[config.mk]
export PLATFORM = sky130hd
export DESIGN_NAME = wvnk_ram
export DESIGN_NICKNAME = d
export VERILOG_FILES = /design/src/rtl/wvnk_ram.sv
export SDC_FILE = /design/constraint.sdc
export NUM_CORES = 2
export LEC_CHECK = 0
export BUFFER_PORTS_ARGS = -buffer_cell sky130_fd_sc_hd__buf_2
export CAP_MARGIN = 20
export CORE_AREA = 2 2 514 516
export CTS_BUF_LIST = sky130_fd_sc_hd__clkbuf_4 sky130_fd_sc_hd__clkbuf_8
export CTS_CLUSTER_SIZE = 8
export DETAILED_ROUTE_END_ITERATION = 12
export DIE_AREA = 0 0 516 518
export PLACE_DENSITY = 0.77
export SYNTH_ARGS = -nofsm -noshare
export SYNTH_HDL_FRONTEND = slang
export SYNTH_SLANG_ARGS = --single-unit
[constraint.sdc]
create_clock -name clk -period 3.65 [get_ports clk]
set_input_delay 0.5475 -clock clk [delete_from_list [all_inputs] [get_ports clk]]
set_output_delay 0.5475 -clock clk [all_outputs]
set_load 0.1 [all_outputs]
[src/rtl/wvnk_ram.sv]
// Generic simple dual-port RAM: one write port, one registered read port.
// No dependencies.
module wvnk_ram #(
  parameter int WIDTH = 16,
  parameter int DEPTH = 256
) (
  input  logic                     clk,
  input  logic                     we,
  input  logic [$clog2(DEPTH)-1:0] waddr,
  input  logic [WIDTH-1:0]         wdata,
  input  logic [$clog2(DEPTH)-1:0] raddr,
  output logic [WIDTH-1:0]         rdata
);

  logic [WIDTH-1:0] mem [DEPTH];

  always_ff @(posedge clk) begin
    if (we) begin
      mem[waddr] <= wdata;
    end
    rdata <= mem[raddr];
  end

endmodule

### Yosys cells after proc, flatten, opt, wreduce, memory -nomap -nowiden

Memories as Yosys holds them, arrays and structs flattened. A register that Yosys moved wholly into a read port is not among the register bits.
Cells that the tools add are included.

| storage, ports and cells | value |
|---|---|
| register bits | 0 |
| memory bits (writable) | 4096 |
| output and inout bits | 16 |
| memories | 1 |

Memory list:

| name | words | bits a word | rd ports | clocked after Yosys merged registers in | wr ports | RTL line | text |
|---|---|---|---|---|---|---|---|
| mem | 256 | 16 | 1 | 1 | 1 | 15 | `logic [WIDTH-1:0] mem [DEPTH];` |

| operators by class | value |
|---|---|
| multiplexer cells | 2 |

Operator list:

| operator | number |
|---|---|
| $mux 1 | 2 |

### Logic depth before layout (Yosys ltp)

| logic depth | value |
|---|---|
| depth in word-level cells | 2 |
| depth in mapped cells | 12 |
| mapped depth without buffers | 6 |

### Worst setup path before layout

OpenSTA, ideal clock, no wires.

| path | value |
|---|---|
| path type | input-to-reg |
| start | in waddr[3] |
| end | mem mem[235][0] (enable) |
| data arrival time | 2.324 ns |
| data required time | 3.262 ns |
| slack | 0.937 ns |
| stages on the path | 6 |
| path buffers | 3 |
| path through | clkbuf_1 nor2b_1 clkbuf_1 nand4_1 clkbuf_1 nor2_1 |

RTL lines:

| item | RTL line | text |
|---|---|---|
| from (decl) | 9 | `input logic [$clog2(DEPTH)-1:0] waddr,` |
| to (decl) | 15 |  |

No word-level cell before the write port.

==> flow_summary_export.csv <==
group,metric,value,unit
cts,cts-buffers-inserted,635,
yosys,yosys.cell_types.count,52,
timing,rsz0062_at_grt,"no",
route,dr.first_iter.drc_count,13000,
die,ioPinCount,50,
yosys,synth_common_cells,"edfxtp_1 (4096), mux4_2 (797), mux2i_1 (565)",
critical_path,cp_top_family,"compound AO/OA/AOI/OAI gates",
final_layout,nNetsFinal,8312,
placed_design,gp_congestion,0.944,
yosys,synth.most_common_cell,"edfxtp_1",
critical_path,path_class,"reg -> reg",
yosys,synth_top_family_by_area,"multiplexers",
global_route,grt_antenna_before_repair,30,
global_route,grt_pass1_vias,81700,
power,fin_total_pwr,93.7,mW
yosys,synth_top_area_share,77.5,%
timing,max_freq,0.294,GHz
placed_design,pre_cts_slack,-0.552,ns
yosys,synth-xor-area-share,0,%
power,ir_drop,0.000366,V
min_path,hold_end,"mem[163][13]",
route,vias,82600,
yosys,mappedNetlistNets,7394,
die,die_x,516,microns
yosys,syn_area_per_cell,21.6,sq um
critical_path,crit_path_end_kind,"flip-flop",
cts,cts_root_buf,"clkbuf_8",
yosys,ys_warn_count,0,
die,rows,188,
placed_design,dpl.cell_count,11100,
route,vias_per_cell,6.78,
yosys,async_flop_share,0,%
yosys,synth_top_cell_by_area,"edfxtp_1",
critical_path,worstPathArrival,4.40,ns
yosys,synth_area_leaders,"edfxtp_1 (77%), mux4_2 (11%), mux2i_1 (3.6%)",
global_route,grt_max_degree,120,
power,p_per_area,523,mW/mm^2
final_layout,area_growth,12.9,%
timing,skew,0.0668,ns
power,p_leak,57.9,nW
route,wl_per_cell,33.9,microns
critical_path,slowest_delay,1.10,ns
yosys,synthSimpleGateAreaFrac,1.57,%
min_path,holdPathStages,4,
critical_path,worstReg2RegEnd,"rdata[5]",
placed_design,hpwl,249000,microns
critical_path,cp_max_fo,1,
yosys,synthAdderAreaFrac,0,%
critical_path,reg2reg_depth,6,
outcome,status,"completed",
placed_design,portBuffers,49,
route,dr.pass1.iters,8,
die,fp.dieArea,0.267,sq mm
timing,period_minus_slack,3.40,ns
critical_path,rrSetupSlack,0.25,ns
yosys,synth_compound_area_share,3.54,%
yosys,synthMuxAreaShare,15.5,%
critical_path,crit_buf_inv,1,
final_layout,fill_cells,15400,
global_route,grt_first_pass_wirelength,585000,microns
timing,hold_violations,0,
global_route,track_usage,30.8,%
timing,setup_viol,0,
final_layout,instances_no_fill,12200,
critical_path,cp_slowest_cell,"o32ai_1",
min_path,hp-class,"in -> reg",
timing,fin_crit_sh,93.2,%
timing,worst_slew_pin_slew,1.24,ns
cts,clock_latency,1.19,ns
yosys,synth-edff-count,4096,
critical_path,r2r_start,"mem[55][5]",
yosys,synthCells,7360,
min_path,hold_start,"waddr[1]",
critical_path,crit_top_cell,"mux4_2",
route,drtAntennaViolNets,0,
yosys,yosysSeqAreaShare,77.7,%
critical_path,crit_path_cell_trace,"mux4_2 -> mux4_2 -> a22o_1 -> o32ai_1 -> buf_4 -> nor4_1",
timing,layout_setup_ws,0.248,ns
die,fp.dieH,518,microns
cts,cts_buffer_depth,4,
die,coreArea,0.262,sq mm
final_layout,drive_gt1_share,30.0,%
critical_path,critPathRequiredTime,4.65,ns
yosys,synth.cell_area,0.159,sq mm
global_route,grt_overflow,0,
timing,finalMaxSlewViolations,0,
timing,slew_headroom,17.2,%
die,start_util,60.7,%
cts,path_clk_slew,0.06,ns
cts,cts_sinks,4112,
critical_path,start_kind,"flip-flop",
yosys,synth_ff_type,"edfxtp_1",
route,drc,0,
yosys,synth_seq_cells,4112,
route,routed_wirelength,413000,microns
cts,cts_max_level,6,
cts,cts_tree,"done",
flow_run,drv_cap,0,
## worst register-to-register path, cell delays in order, from the launching register on
cell and delay (ns):
edfxtp_1 0.37, mux4_2 0.48, mux4_2 0.50, a22o_1 0.49, o32ai_1 1.10, buf_4 0.25, nor4_1 0.05
## placed cells by master, fill, tap and decap left out, drive strengths merged, types with 18 or more instances in the layout
cell type  synthesis  layout
o32ai             21      21
nor4              18      18
buf              222     717
a211oi            18      18
edfxtp          4096    4096
a21oi            175     175
nand2             38      38
clkinv             0      91
a22o              32      32
clkbuf           230     880
mux2i            565     565
inv                4      37
nand4             26      26
nor2             304     304
o22ai            148     148
o221ai           253     253
nand3             35      35
o21ai             38      38
a221oi            28      28
a22oi             43      43
mux4             797     797
nor3              92      92
mux2              88      88
## repair_timing
item                                    CTS  global route
gates resized for setup                   0             0
endpoints found under the hold margin  1158             0
setup buffers                             0             0
hold buffers                             16             0
## cell families after synthesis
logic type             after synthesis
AOI/OAI and AO/OA                  786
muxes                             1450
buffers and inverters              456
DFF                               4112
and+or+nand+nor                    556
## per-stage QoR
step	cell area, sq um	setup TNS, ns	utilization, %	hold WS [ns]
global placement	167000	-2.17	64.0	0.988
global route	179000	0	68.5	0.163
floorplan	159000	0	-	0.646
CTS	179000	0	68.5	0.0691
detailed placement	167000	-1.91	64.0	0.994
finish	179000	0	68.5	0.182
## routing by layer
| layer | up-vias | share of wire (%) | global-route usage, % |
|---|---|---|---|
| li1 | 33100 | - | - |
| met3 | 927 | 13 | 8.25 |
| met2 | 5623 | 47 | 46.7 |
| met4 | 20 | 4.5 | 12.6 |
| met5 | - | 0.045 | 0 |
| met1 | 42900 | 36 | 43.1 |
## area by class of cell
class / count / area [sq um] / area share [%]
Antenna cell: 8 / 20.0 / 0.0112
Clock buffer: 880 / 10600 / 5.93
Clock inverter: 136 / 1020 / 0.570
Inverter: 4 / 27.5 / 0.0154
Multi-Input combinational cell: 2792 / 32900 / 18.3
Sequential cell: 4112 / 123000 / 68.8
Tap cell: 3515 / 4400 / 2.45
Timing Repair Buffer: 733 / 6940 / 3.87
## worst max path at each step
stage	startpoint	end	slack, ns	cells past startpoint
6_report	mem[55][5]	rdata[5]	0.25	6
5_1_grt	mem[11][3]	rdata[3]	0.32	7
4_1_cts	mem[59][5]	rdata[5]	0.36	6
3_5_place_dp	raddr[0]	rdata[5]	-0.55	9
3_3_place_gp	raddr[0]	rdata[5]	-0.48	9
2_1_floorplan	waddr[3]	mem[235][0]	0.94	6
## sequential cells by signal (all words and copies together) (netlist names)
register,flops
rdata,16
mem,4096
## power breakdown
part / switching (mW) / total, mW / internal, mW
Combinational: 3.50 / 5.35 / 1.85
Clock: 17.3 / 36.2 / 18.9
Sequential: 0.103 / 52.2 / 52.1
Note: power is estimated with default switching activity, not from simulation.
