<file path="config.mk">
export PLATFORM = sky130hd
export DESIGN_NAME = wvnk_dist
export DESIGN_NICKNAME = d
export VERILOG_FILES = /design/src/rtl/wvnk_pkg.sv /design/src/rtl/wvnk_dist.sv
export SDC_FILE = /design/constraint.sdc
export NUM_CORES = 1
export LEC_CHECK = 0
export BUFFER_PORTS_ARGS = -buffer_cell sky130_fd_sc_hd__buf_2
export CAP_MARGIN = 20
export CORE_MARGIN = 5
export CORE_UTILIZATION = 40
export CTS_BUF_LIST = sky130_fd_sc_hd__clkbuf_8
export CTS_CLUSTER_DIAMETER = 80
export DETAILED_ROUTE_END_ITERATION = 10
export GPL_TIMING_DRIVEN = 0
export PLACE_DENSITY = 0.63
export REMOVE_ABC_BUFFERS = 1
export SLEW_MARGIN = 10
export SYNTH_ARGS = -nofsm -noshare
export SYNTH_HDL_FRONTEND = slang
export SYNTH_SLANG_ARGS = --single-unit
</file>
<file path="constraint.sdc">
create_clock -name clk -period 7.45 [get_ports clk]
set_input_delay 0.745 -clock clk [delete_from_list [all_inputs] [get_ports clk]]
set_output_delay 0.745 -clock clk [all_outputs]
set_load 0.02 [all_outputs]
</file>
<file path="src/rtl/wvnk_pkg.sv">
// Shared types and constants for the weight vector neighborhood block.
// No dependencies; used by the top level and by wvnk_dist.
package wvnk_pkg;

  localparam int DEF_MAX_VECTORS    = 256;
  localparam int DEF_MAX_OBJECTIVES = 8;
  localparam int DEF_MAX_NEIGHBORS  = 32;

  localparam int WEIGHT_W       = 16;
  localparam int DIST_W         = 34;
  localparam int SQ_W           = 2 * WEIGHT_W;
  localparam logic [DIST_W-1:0] DIST_MAX = '1;

  localparam int POP_SIZE_W   = 9;
  localparam int NEIGH_SIZE_W = 6;
  localparam int NUM_OBJ_W    = 4;
  localparam int CFG_IDX_W    = 2;
  localparam int CFG_DATA_W   = 9;

  localparam int VEC_IDX_W  = 8;
  localparam int OBJ_IDX_W  = 3;
  localparam int RANK_W     = 5;
  localparam int S_TDATA_W  = 32;
  localparam int M_TDATA_W  = 16;

  localparam logic [CFG_IDX_W-1:0] REG_POP_SIZE   = 2'd0;
  localparam logic [CFG_IDX_W-1:0] REG_NEIGH_SIZE = 2'd1;
  localparam logic [CFG_IDX_W-1:0] REG_NUM_OBJ    = 2'd2;

  typedef enum logic {
    CMD_LOAD  = 1'b0,
    CMD_QUERY = 1'b1
  } cmd_t;

  // Control tag that travels with each component through the distance unit.
  typedef struct packed {
    logic valid;
    logic first;
    logic last;
    logic mask;
  } dist_ctl_t;

endpackage

</file>
<file path="src/rtl/wvnk_dist.sv">
// Squared-distance unit: abs difference, square, saturating accumulate.
// Uses wvnk_pkg. One component per cycle, result registered on the last one.
module wvnk_dist #(
  parameter int IDX_W = 8
) (
  input  logic                       clk,
  input  logic                       rst,
  input  wvnk_pkg::dist_ctl_t        in_ctl,
  input  logic [wvnk_pkg::WEIGHT_W-1:0] in_weight,
  input  logic [wvnk_pkg::WEIGHT_W-1:0] in_query,
  input  logic [IDX_W-1:0]           in_idx,
  output logic                       out_valid,
  output logic [IDX_W-1:0]           out_idx,
  output logic [wvnk_pkg::DIST_W-1:0] out_dist,
  output logic                       busy
);

  wvnk_pkg::dist_ctl_t ctl1, ctl2;
  logic [IDX_W-1:0]              idx1, idx2;
  logic [wvnk_pkg::WEIGHT_W-1:0] diff1;
  logic [wvnk_pkg::SQ_W-1:0]     sq2;
  logic [wvnk_pkg::DIST_W-1:0]   acc;
  logic [wvnk_pkg::DIST_W-1:0]   acc_next;
  logic [wvnk_pkg::DIST_W:0]     sum;

  always_comb begin
    sum = {1'b0, acc} + (wvnk_pkg::DIST_W + 1)'(sq2);
    if (ctl2.first) begin
      acc_next = wvnk_pkg::DIST_W'(sq2);
    end else if (sum > (wvnk_pkg::DIST_W + 1)'(wvnk_pkg::DIST_MAX)) begin
      acc_next = wvnk_pkg::DIST_MAX;
    end else begin
      acc_next = sum[wvnk_pkg::DIST_W-1:0];
    end
  end

  always_ff @(posedge clk) begin
    if (in_weight >= in_query) begin
      diff1 <= in_weight - in_query;
    end else begin
      diff1 <= in_query - in_weight;
    end
    idx1 <= in_idx;
    ctl1 <= in_ctl;
    sq2  <= ctl1.mask ? '0 : diff1 * diff1;
    idx2 <= idx1;
    ctl2 <= ctl1;
    if (ctl2.valid) begin
      acc <= acc_next;
    end
    out_valid <= ctl2.valid && ctl2.last;
    out_idx   <= idx2;
    out_dist  <= acc_next;
    if (rst) begin
      ctl1.valid <= 1'b0;
      ctl2.valid <= 1'b0;
      out_valid  <= 1'b0;
    end
  end

  assign busy = ctl1.valid || ctl2.valid || out_valid;

endmodule
</file>
After elaboration in Yosys (flattened, before gate mapping)
Cells that the tools add are included.
{ "totals": {"regBits": 148, "out_inout_bits": 44, "word_cells": 27} }
{ "classes": {"add_sub_neg": 3, "muxes": 3, "reduce_logical": 3, "mul": 1, "order_cmp": 2} }
{ "ops": {"columns": ["operator", "count"], "rows": [
  ["$mux 34", 2],
  ["$add 34x32->35", 1],
  ["$gt 35x34->1 const B", 1],
  ["$mul 16x16->32", 1],
  ["$sub 16x16->16", 2],
  ["$ge 16x16->1", 1],
  ["$mux 16", 1],
  ["$logic_or 1x1->1", 2],
  ["$logic_and 1x1->1", 1]
]} }

Logic depth before layout (Yosys ltp)
Gate-level depths: netlist (run 1).
{ "depth": {"word_depth": 4, "ltp_mapped": 24} }

Worst setup path before layout (run 1)
Ideal clock, no wire load.
{ "synth_path": {"path_type": "reg2reg", "from": "reg diff1[4] (netlist bit)", "to": "reg sq2[30] (netlist bit)", "path_stages_with_launch": 21, "slack_ns": 1.435, "synth_period_minus_slack_ns": 6.015, "t_required_ns": 7.304, "t_arrival_ns": 5.869, "n_path_buf": 2, "cell_sequence": "dfxtp_1 -> clkbuf_1 -> clkbuf_1 -> nand2_1 -> fa_1 -> inv_1 -> fa_1 -> fa_1 -> fa_1 -> fa_1 -> inv_1 -> fa_1 -> inv_1 -> ha_1 -> and2_1 -> a221oi_1 -> o21ai_0 -> a21oi_1 -> a21oi_1 -> o41ai_1 -> o311ai_0"} }
{ "synth_between": {"elab_chain_cells": 1} }
{ "synth_lines": {"columns": ["element", "line_no", "text"], "rows": [
  ["start: declaration", "wvnk_dist.sv:20", "logic [wvnk_pkg::WEIGHT_W-1:0] diff1;"],
  ["start signal: assignment", "wvnk_dist.sv:39", "diff1 <= in_weight - in_query;"],
  ["start signal: assignment", "wvnk_dist.sv:41", "diff1 <= in_query - in_weight;"],
  ["$mul 16x16->32", "wvnk_dist.sv:45", "sq2 <= ctl1.mask ? '0 : diff1 * diff1;"],
  ["end signal: assignment", "wvnk_dist.sv:45", null],
  ["end: declaration", "wvnk_dist.sv:21", "logic [wvnk_pkg::SQ_W-1:0] sq2;"]
]} }
Every way passes these cells.
A chain may end at the register's enable or synchronous reset.

Worst setup path in the final report (run 1)
{ "layout_path": {"from": "reg diff1[12] (netlist bit)", "to": "reg sq2[29] (netlist bit)"} }
The elaborated chain is that of the path after synthesis.

==> metrics.md, run 1 <==
| Metric | Value |
|---|---|
| Most numerous cell in the Yosys netlist | `inv_1` |
| Hold-fix buffer count after cts | `0` |
| Post-synth top area share | `0.225` |
| Hold WC Path Type | `reg2reg` |
| Pin count of the biggest net entering global routing | `27` |
| Cell Area, Synth | `14,600 sq um` |
| Setup Buffers After CTS | `0` |
| H-tree depth | `4` |
| Sequential area share after synthesis | `0.225` |
| Largest area contributor in the netlist | `fa_1` |
| Ant diodes | `0` |
| Fraction of registers with async set/reset | `0` |
| CP Launch Type | `register` |
| Bufs on Longest Clock Path | `2` |
| Setup_tns | `0 ns` |
| Hpwl dp | `25.3 mm` |
| Tot GR Track Use | `0.162` |
| Final hold vios | `0` |
| Die width | `201 microns` |
| Post-synth cell types | `80` |
| Status | `completed` |
| Fin. max-slew vios | `0` |
| Share of cells above drive strength 1 | `0.0984` |
| Most used cell, CP | `fa_1` |
| Hold Startpoint | `idx2[1]` |
| Clock latency at the later pin of the worst-skew pair | `0.50 ns` |
| CP Max Fanout | `13` |
| Die Y-Extent | `201 microns` |
| Fin nets | `2,007` |
| Max transition margin | `0.276` |
| Post-route ant nets | `0` |
| Reg-to-Reg Start | `diff1[12]` |
| Unrepaired setup endpoints after global routing | `no` |
| Yosys reg bits | `147` |
| Commonest cells in the netlist | `inv_1 (303), fa_1 (164), ha_1 (164)` |
| Critical path cell sequence | `inv_1 -> nor2_1 -> inv_1 -> fa_1 -> fa_1 -> inv_1 -> fa_1 -> fa_1 -> fa_1 -> inv_1 -> fa_1 -> inv_1 -> ha_1 -> a21o_1 -> a21o_1 -> a21oi_1 -> o221ai_1 -> a31oi_1 -> o21ai_1 -> o31a_1 -> mux2_1` |
| PostCTS Resize Cnt | `0` |
| Clk slew on worst S/H paths | `0.11 ns` |
| Final setup viols | `0` |
| Minimum clock period | `6.91 ns` |
| Total Wirelength | `31.8 mm` |
| Vias | `10,600` |
| Full die area | `40,400 sq um` |
| Total CTS buffers | `17` |
| Top cells by area, synth | `fa_1 (23%), dfxtp_1 (16%), ha_1 (14%)` |
| WP buf/inv | `5` |
| Endpoint, Worst Hold | `out_idx[1]` |
| DRC Markers | `0` |
| First-pass GRT wire length | `54.4 mm` |
| Worst EP required | `7.83 ns` |
| Worst Max-Slew Pin Slew | `1.08 ns` |
| Initial antenna violation count | `0` |
| Reg2Reg Setup Slack | `0.54 ns` |
| # IOs | `90` |
| Grt total ovfl | `0` |
| Vias in the first global route | `11,300` |
| Critical path class | `reg2reg` |
| Synth-to-Final Area Change | `8.75%` |
| Sink Count | `147` |
| Clock root cell | `clkbuf_8` |
| Critical path depth | `21` |
| Most used flip-flop cell after synthesis | `dfxtp_1` |
| Worst hold path cell count | `0` |
| CP delay by family, top | `adder cells` |
| Synth warn | `0` |
| Synthesized area per cell | `9.29 sq um` |
| TritonCTS clock tree | `yes` |
| Critical-path top delay cell | `dfxtp_1` |
| RR Endpoint | `sq2[29]` |
| PortBufs | `89` |
| Worst Clk Skew | `0.0250 ns` |
| Row count | `70` |
| Max cap viols | `0` |
| EDFF count, synth | `34` |
| Routability congestion estimate | `0.872` |
| Avg WL per Cell | `15.1 microns` |
| Arr. time, crit path | `7.29 ns` |
| Initial Util | `0.401` |
| DRT Pass-1 Iters | `5` |
| 1st-iter DRT viols | `434` |
| Highest Clock Rate | `145 MHz` |
| Worst reg-to-reg path cell count | `21` |
| Area of the core | `36,300 sq um` |
| Setup crit end kind | `register` |
| Drt via density | `5.03` |
| Max stage delay on crit path | `0.77 ns` |
| Final worst path period share | `0.928` |
| Mapped Cells | `1,571` |
==> layer usage <==
layer,part of all wire,vias up,global-route usage
li1,-,5257,-
met1,0.47,5163,0.212
met2,0.48,184,0.276
met3,0.038,34,0.0263
met4,0.019,0,0.0484
met5,0,-,0
==> worst max-delay path by stage <==
stage / slack [ns] / start / to
after global routing: 0.04 / diff1[12] / sq2[31]
after global placement: 0.63 / diff1[12] / sq2[30]
after floorplan: 1.50 / diff1[9] / sq2[31]
final: 0.54 / diff1[12] / sq2[29]
after detailed placement: 0.61 / diff1[12] / sq2[31]
after CTS: 0.57 / diff1[12] / sq2[31]
==> cell usage in the layout (no fill, tap or decap), drive strengths merged, types with 34 or more instances in the layout <==
master,synthesis,final
inv,303,309
fa,164,164
ha,164,164
nand2,115,115
dfxtp,113,113
nor2,95,95
buf,12,93
a21oi,85,85
and2,47,47
xnor2,44,44
o21ai,41,41
a21o,40,40
edfxtp,34,34
==> metrics by stage <==
| step | util | setup WS, ns | std cells | area (sq um) | hold WS, ns |
|---|---|---|---|---|---|
| 2_1_floorplan | - | 1.50 | 1521 | 14400 | 0.310 |
| 3_3_place_gp | 0.424 | 0.625 | 2078 | 15400 | 0.311 |
| 3_5_place_dp | 0.426 | 0.613 | 2082 | 15500 | 0.312 |
| 4_1_cts | 0.436 | 0.573 | 2114 | 15900 | 0.308 |
| 5_1_grt | 0.436 | 0.0376 | 2114 | 15900 | 0.319 |
| 6_report | 0.436 | 0.540 | 2114 | 15900 | 0.330 |
==> worst reg2reg max path: stages (launching register included) <==
cell	delay (ns)
dfxtp_1	0.77
inv_1	0.33
nor2_1	0.31
inv_1	0.11
fa_1	0.47
fa_1	0.44
inv_1	0.12
fa_1	0.43
fa_1	0.47
fa_1	0.54
inv_1	0.05
fa_1	0.52
inv_1	0.04
ha_1	0.34
a21o_1	0.20
a21o_1	0.18
a21oi_1	0.20
o221ai_1	0.16
a31oi_1	0.30
o21ai_1	0.16
o31a_1	0.28
mux2_1	0.33
==> cell type report <==
class	instances	area [sq um]
Fill cell	3545	20500
Clock buffer	18	248
Timing Repair Buffer	93	519
Clock inverter	14	146
Inverter	303	1140
Tap cell	468	586
Sequential cell	147	3280
Multi-Input combinational cell	1071	9940
==> cells by family (layout without fill, tap and decap cells) <==
kind of cell / count (synthesis) / in the layout / synth area share
AOI/OAI and AO/OA: 302 / 302 / 0.148
adders and majority gates: 328 / 328 / 0.366
buffers and inverters: 353 / 428 / 0.0933
xor gates and xnor gates: 63 / 63 / 0.0378
and+or+nand+nor: 365 / 365 / 0.121
DFF: 147 / 147 / 0.225
muxes: 13 / 13 / 0.00943
==> registers in the layout, indices dropped and copies added, names as in the netlist <==
signal     cells
sq2           31
idx2           8
diff1         16
out_valid      1
ctl2           3
idx1           8
ctl1           4
out_idx        8
out_dist      34
acc           34
Power of run 1 is not shown: default switching activity piles up to over one toggle a cycle in this logic, so the estimate is an artifact.
==> run 2, diff against run 1 <==
BUFFER_PORTS_ARGS = -buffer_cell sky130_fd_sc_hd__clkbuf_2   (was -buffer_cell sky130_fd_sc_hd__buf_2)
==> run 2 against run 1 <==
Worst hold slack gained 0.0037 ns; via count decreased by 0.17%; wire length fell by 2.4%; non-clock buffer count did not move; worst setup slack worse by 0.018 ns; register-to-register slack got worse by 0.02 ns; first-iteration DRC count rose by 5.1%; sequential share of layout area about the same; global-route usage down 0.13 points; clock-buffer cell count shrank 1; critical path depth unchanged; clock skew down 0.0020 ns.
==> metrics.md, run 2 (synthesis gave the netlist of run 1 again) <==
| Metric | Value |
|---|---|
| Status | `completed` |
| Worst Max-Slew Pin Slew | `1.02 ns (-0.0697 ns)` |
| Final worst path period share | `0.930 (+0.00239)` |
| TritonCTS clock tree | `yes` |
| Critical path class | `reg2reg` |
| Initial Util | `0.401 (unchanged)` |
| Hpwl dp | `24.8 mm (-2.2%)` |
| DRC Markers | `0 (unchanged)` |
| Clock latency at the later pin of the worst-skew pair | `0.50 ns (about the same)` |
| Max transition margin | `0.322 (+0.0466)` |
| DP Worst Slack | `0.586 ns (-0.0267 ns)` |
| Area of the core | `36,300 sq um (unchanged)` |
| Final setup viols | `0 (unchanged)` |
| Clk slew on worst S/H paths | `0.11 ns (about the same)` |
| H-tree depth | `4 (unchanged)` |
| Final hold vios | `0 (unchanged)` |
| Biggest regs | `acc: 34 flops, out_dist: 34 flops, sq2: 31 flops` |
| Setup_tns | `0 ns (unchanged)` |
| Vias in the first global route | `11,400 (+0.97%)` |
| Setup Buffers After CTS | `0 (unchanged)` |
| Bufs on Longest Clock Path | `2 (unchanged)` |
| DRT Pass-1 Iters | `5 (unchanged)` |
| Highest Clock Rate | `144 MHz (-0.26%)` |
| Ant diodes | `0 (unchanged)` |
| Most frequent cells in the layout | `inv_1 (303), fa_1 (164), ha_1 (164), nand2_1 (115), dfxtp_1 (112)` |
| 1st-iter DRT viols | `456 (+5.1%)` |
| Pin count of the biggest net entering global routing | `28 (+3.7%)` |
| Worst Clk Skew | `0.0229 ns (-0.00203 ns)` |
| Worst EP required | `7.83 ns (about the same)` |
| Unrepaired setup endpoints after global routing | `no` |
| Grt total ovfl | `0 (unchanged)` |
| Post-route ant nets | `0 (unchanged)` |
| Routability congestion estimate | `0.873 (about the same)` |
| Drt via density | `5.02 (-0.17%)` |
| Fin nets | `2,007 (unchanged)` |
| Arr. time, crit path | `7.31 ns (+0.02 ns)` |
| Full die area | `40,400 sq um (unchanged)` |
| Total Wirelength | `31.1 mm (-2.4%)` |
| Synth-to-Final Area Change | `8.61%` |
| Max cap viols | `0 (unchanged)` |
| Total CTS buffers | `17 (unchanged)` |
| First-pass GRT wire length | `54.3 mm (-0.14%)` |
| Clock root cell | `clkbuf_8` |
| Fin. max-slew vios | `0 (unchanged)` |
| Min Hold Slack | `0.334 ns (+0.00366 ns)` |
| Commonest non-fill, non-tap cell in the layout | `inv_1` |
| CP Max Fanout | `13 (unchanged)` |
| Hold-fix buffer count after cts | `0 (unchanged)` |
| Hold WC Path Type | `reg2reg` |
| # fillers | `3,528 (-0.48%)` |
| Die width | `201 microns (unchanged)` |
| PortBufs | `89 (unchanged)` |
| Initial antenna violation count | `0 (unchanged)` |
| PostCTS Resize Cnt | `0 (unchanged)` |
| Minimum clock period | `6.93 ns (+0.0178 ns)` |
| Tot GR Track Use | `0.161 (-0.00133)` |
| CP Launch Type | `register` |
| Vias | `10,600 (-0.17%)` |
| Setup ws final | `0.522 ns (-0.0178 ns)` |
| Die Y-Extent | `201 microns (unchanged)` |
| # IOs | `90 (unchanged)` |
| Avg WL per Cell | `14.7 microns (-2.4%)` |
| Sink Count | `147 (unchanged)` |
| Share of cells above drive strength 1 | `0.0990 (+0.000608)` |
| Row count | `70 (unchanged)` |
| Setup crit end kind | `register` |
run 2: cell count changes in the layout (fill, tap and decap cells not counted), sizes merged:
cell / delta
inv: +1
buf: -89
clkbuf: +88
clkinv: -2
clkinvlp: +3
bufinv: -1
run 2: final cells by class:
cell class	instances	area (sq um)	share of cell area
Clock buffer	17	234	0.0148
Tap cell	468	586	0.0370
Inverter	303	1140	0.0718
Sequential cell	147	3280	0.207
Multi-Input combinational cell	1071	9940	0.628
Clock inverter	15	140	0.00884
Timing Repair Buffer	93	519	0.0328
run 2: worst paths after layout:
check	start	slack (ns)	cells past startpoint	endpoint
max	diff1[12]	0.52	21	sq2[31]
min reg2reg	idx2[1]	0.33	0	out_idx[1]
min	idx2[1]	0.33	0	out_idx[1]
max reg2reg	diff1[12]	0.52	21	sq2[31]
run 2: per-stage QoR:
stage / util / cells / area (sq um)
finish: 0.436 / 2114 / 15800
global route: 0.436 / 2114 / 15800
CTS: 0.436 / 2114 / 15800
global placement: 0.424 / 2078 / 15400
floorplan: - / 1521 / 14400
detailed placement: 0.426 / 2082 / 15500
run 2: critical path, cell delays in order, from the launching register on:
cell and delay, ns:
dfxtp_1 0.76, inv_1 0.32, nor2_1 0.32, inv_1 0.11, fa_1 0.46, fa_1 0.44, inv_1 0.12, fa_1 0.44
fa_1 0.47, fa_1 0.54, inv_1 0.05, fa_1 0.52, inv_1 0.04, ha_1 0.34, a21o_1 0.21, a21o_1 0.19
a21oi_1 0.20, o221ai_1 0.16, a31oi_1 0.32, o21ai_1 0.18, o31a_1 0.28, a221o_1 0.32
run 2: routing by layer:
| layer | vias up | GRT usage | share of wire | wire length, microns |
|---|---|---|---|---|
| met5 | - | 0 | 0 | 0 |
| met2 | 188 | 0.266 | 0.46 | 14300 |
| met1 | 5119 | 0.212 | 0.48 | 14800 |
| met3 | 54 | 0.0279 | 0.033 | 1020 |
| met4 | 0 | 0.0575 | 0.029 | 893 |
| li1 | 5259 | - | - | - |
Power of run 2 is left out for the same reason.
==> run 3, diff against run 2 <==
CORE_ASPECT_RATIO = 1.5   (was unset)
PLACE_DENSITY = 0.65   (was 0.63)
==> run 3 against run 2 <==
Core utilization up 0.64 points; clock skew down 0.0067 ns; worst setup slack better by 0.095 ns; worst hold slack worse by 0.0026 ns; critical path type unchanged; critical endpoint is now sq2[30]; highest routed layer unchanged; first-iteration DRC count down 15%.
==> metrics.md, run 3 (synthesis gave the netlist of run 1 again) <==
| Metric | Value |
|---|---|
| Row count | `85 (+21%)` |
| Status | `completed` |
| Unrepaired setup endpoints after global routing | `no` |
| Clock latency at the later pin of the worst-skew pair | `0.49 ns (about the same)` |
| Setup_tns | `0 ns (unchanged)` |
| Fin. max-slew vios | `0 (unchanged)` |
| Max transition margin | `0.296 (-0.0259)` |
| Setup Buffers After CTS | `0 (unchanged)` |
| Biggest regs | `acc: 34 flops, out_dist: 34 flops, sq2: 31 flops` |
| Die width | `166 microns (-17%)` |
| Setup ws final | `0.616 ns (+0.0945 ns)` |
| Area of the core | `35,900 sq um (-1.1%)` |
| Worst Clk Skew | `0.0162 ns (-0.00669 ns)` |
| H-tree depth | `4 (unchanged)` |
| WP buf/inv | `4 (-1)` |
| Clk slew on worst S/H paths | `0.08 ns (-0.03 ns)` |
| Hold-fix buffer count after cts | `0 (unchanged)` |
| Minimum clock period | `6.83 ns (-0.0945 ns)` |
| CP delay by family, top | `adder cells` |
| 1st-iter DRT viols | `387 (-15%)` |
| Total Wirelength | `31.5 mm (+1.6%)` |
| Worst EP required | `7.78 ns (-0.05 ns)` |
| Drt via density | `5.05 (+0.47%)` |
| Sink Count | `147 (unchanged)` |
| Bufs on Longest Clock Path | `2 (unchanged)` |
| Most used cell, CP | `fa_1` |
| Share of cells above drive strength 1 | `0.0984 (-0.000608)` |
| # IOs | `90 (unchanged)` |
| Reg2Reg Setup Slack | `0.62 ns (+0.09 ns)` |
| CP Max Fanout | `13 (unchanged)` |
| DRT Pass-1 Iters | `5 (unchanged)` |
| Total CTS buffers | `17 (unchanged)` |
| PortBufs | `89 (unchanged)` |
| Synth-to-Final Area Change | `9.00%` |
| Grt total ovfl | `0 (unchanged)` |
| Highest Clock Rate | `146 MHz (+1.4%)` |
| Commonest non-fill, non-tap cell in the layout | `inv_1` |
| Full die area | `40,500 sq um (+0.20%)` |
| Routability congestion estimate | `0.889 (+1.9%)` |
| Hpwl dp | `25.5 mm (+3.1%)` |
| TritonCTS clock tree | `yes` |
| Arr. time, crit path | `7.17 ns (-0.14 ns)` |
| Clock root cell | `clkbuf_8` |
| Critical path cell sequence | `inv_1 -> nor2_1 -> ha_1 -> xor2_1 -> fa_1 -> inv_1 -> fa_1 -> fa_1 -> fa_1 -> inv_1 -> fa_1 -> inv_1 -> ha_1 -> a21o_1 -> a221oi_1 -> o21ai_0 -> a21oi_1 -> a21oi_1 -> o41ai_1 -> o311ai_0` |
| Pin count of the biggest net entering global routing | `27 (-3.6%)` |
| Avg WL per Cell | `14.8 microns (+1.0%)` |
| Hold WC Path Type | `reg2reg` |
| Vias in the first global route | `11,600 (+1.9%)` |
| Post-route ant nets | `0 (unchanged)` |
| Final worst path period share | `0.917 (-0.0127)` |
| DRC Markers | `0 (unchanged)` |
| DP Worst Slack | `0.619 ns (+0.0327 ns)` |
| Critical path class | `reg2reg` |
| Initial antenna violation count | `1 (+1)` |
| Vias | `10,700 (+0.99%)` |
| Final setup viols | `0 (unchanged)` |
| Max cap viols | `0 (unchanged)` |
| Final hold vios | `0 (unchanged)` |
| Max stage delay on crit path | `0.75 ns (about the same)` |
| PostCTS Resize Cnt | `0 (unchanged)` |
| Worst Max-Slew Pin Slew | `1.05 ns (+0.0388 ns)` |
| First-pass GRT wire length | `54.2 mm (-0.24%)` |
| Initial Util | `0.406 (+0.00447)` |
| Die Y-Extent | `244 microns (+21%)` |
| Most frequent cells in the layout | `inv_1 (304), fa_1 (164), ha_1 (164), nand2_1 (115), dfxtp_1 (112)` |
| CP Launch Type | `register` |
| Critical-path top delay cell | `dfxtp_1` |
| Fin nets | `2,007 (unchanged)` |
| Setup crit end kind | `register` |
| Tot GR Track Use | `0.160 (-0.000168)` |
| Min Hold Slack | `0.331 ns (-0.00262 ns)` |
## run 3: layer usage
layer  global-route usage  up-vias  part of all wire
li1                     -     5262                 -
met1                0.178     5187              0.40
met2                0.303      213              0.53
met3               0.0240       63             0.033
met4               0.0668        0             0.034
met5                    0        -                 0
## run 3: worst paths after layout
check	from	to	depth (start not counted)
max reg2reg	diff1[12]	sq2[30]	20
max	diff1[12]	sq2[30]	20
min reg2reg	idx1[2]	idx2[2]	0
min	idx1[2]	idx2[2]	0
## run 3: through the flow
step                       util  instances  cell area [sq um]
final                     0.442       2125              15900
after global routing      0.442       2125              15900
after global placement    0.429       2088              15400
after floorplan               -       1521              14400
after detailed placement  0.431       2091              15500
after CTS                 0.442       2123              15900
## run 3: layout make-up
type	count	area [sq um]
Fill cell	3550	20000
Sequential cell	147	3280
Multi-Input combinational cell	1071	9940
Inverter	303	1140
Clock inverter	13	146
Timing Repair Buffer	93	527
Antenna cell	1	2.50
Clock buffer	19	262
Tap cell	478	598
Power of run 3 is left out for the same reason.
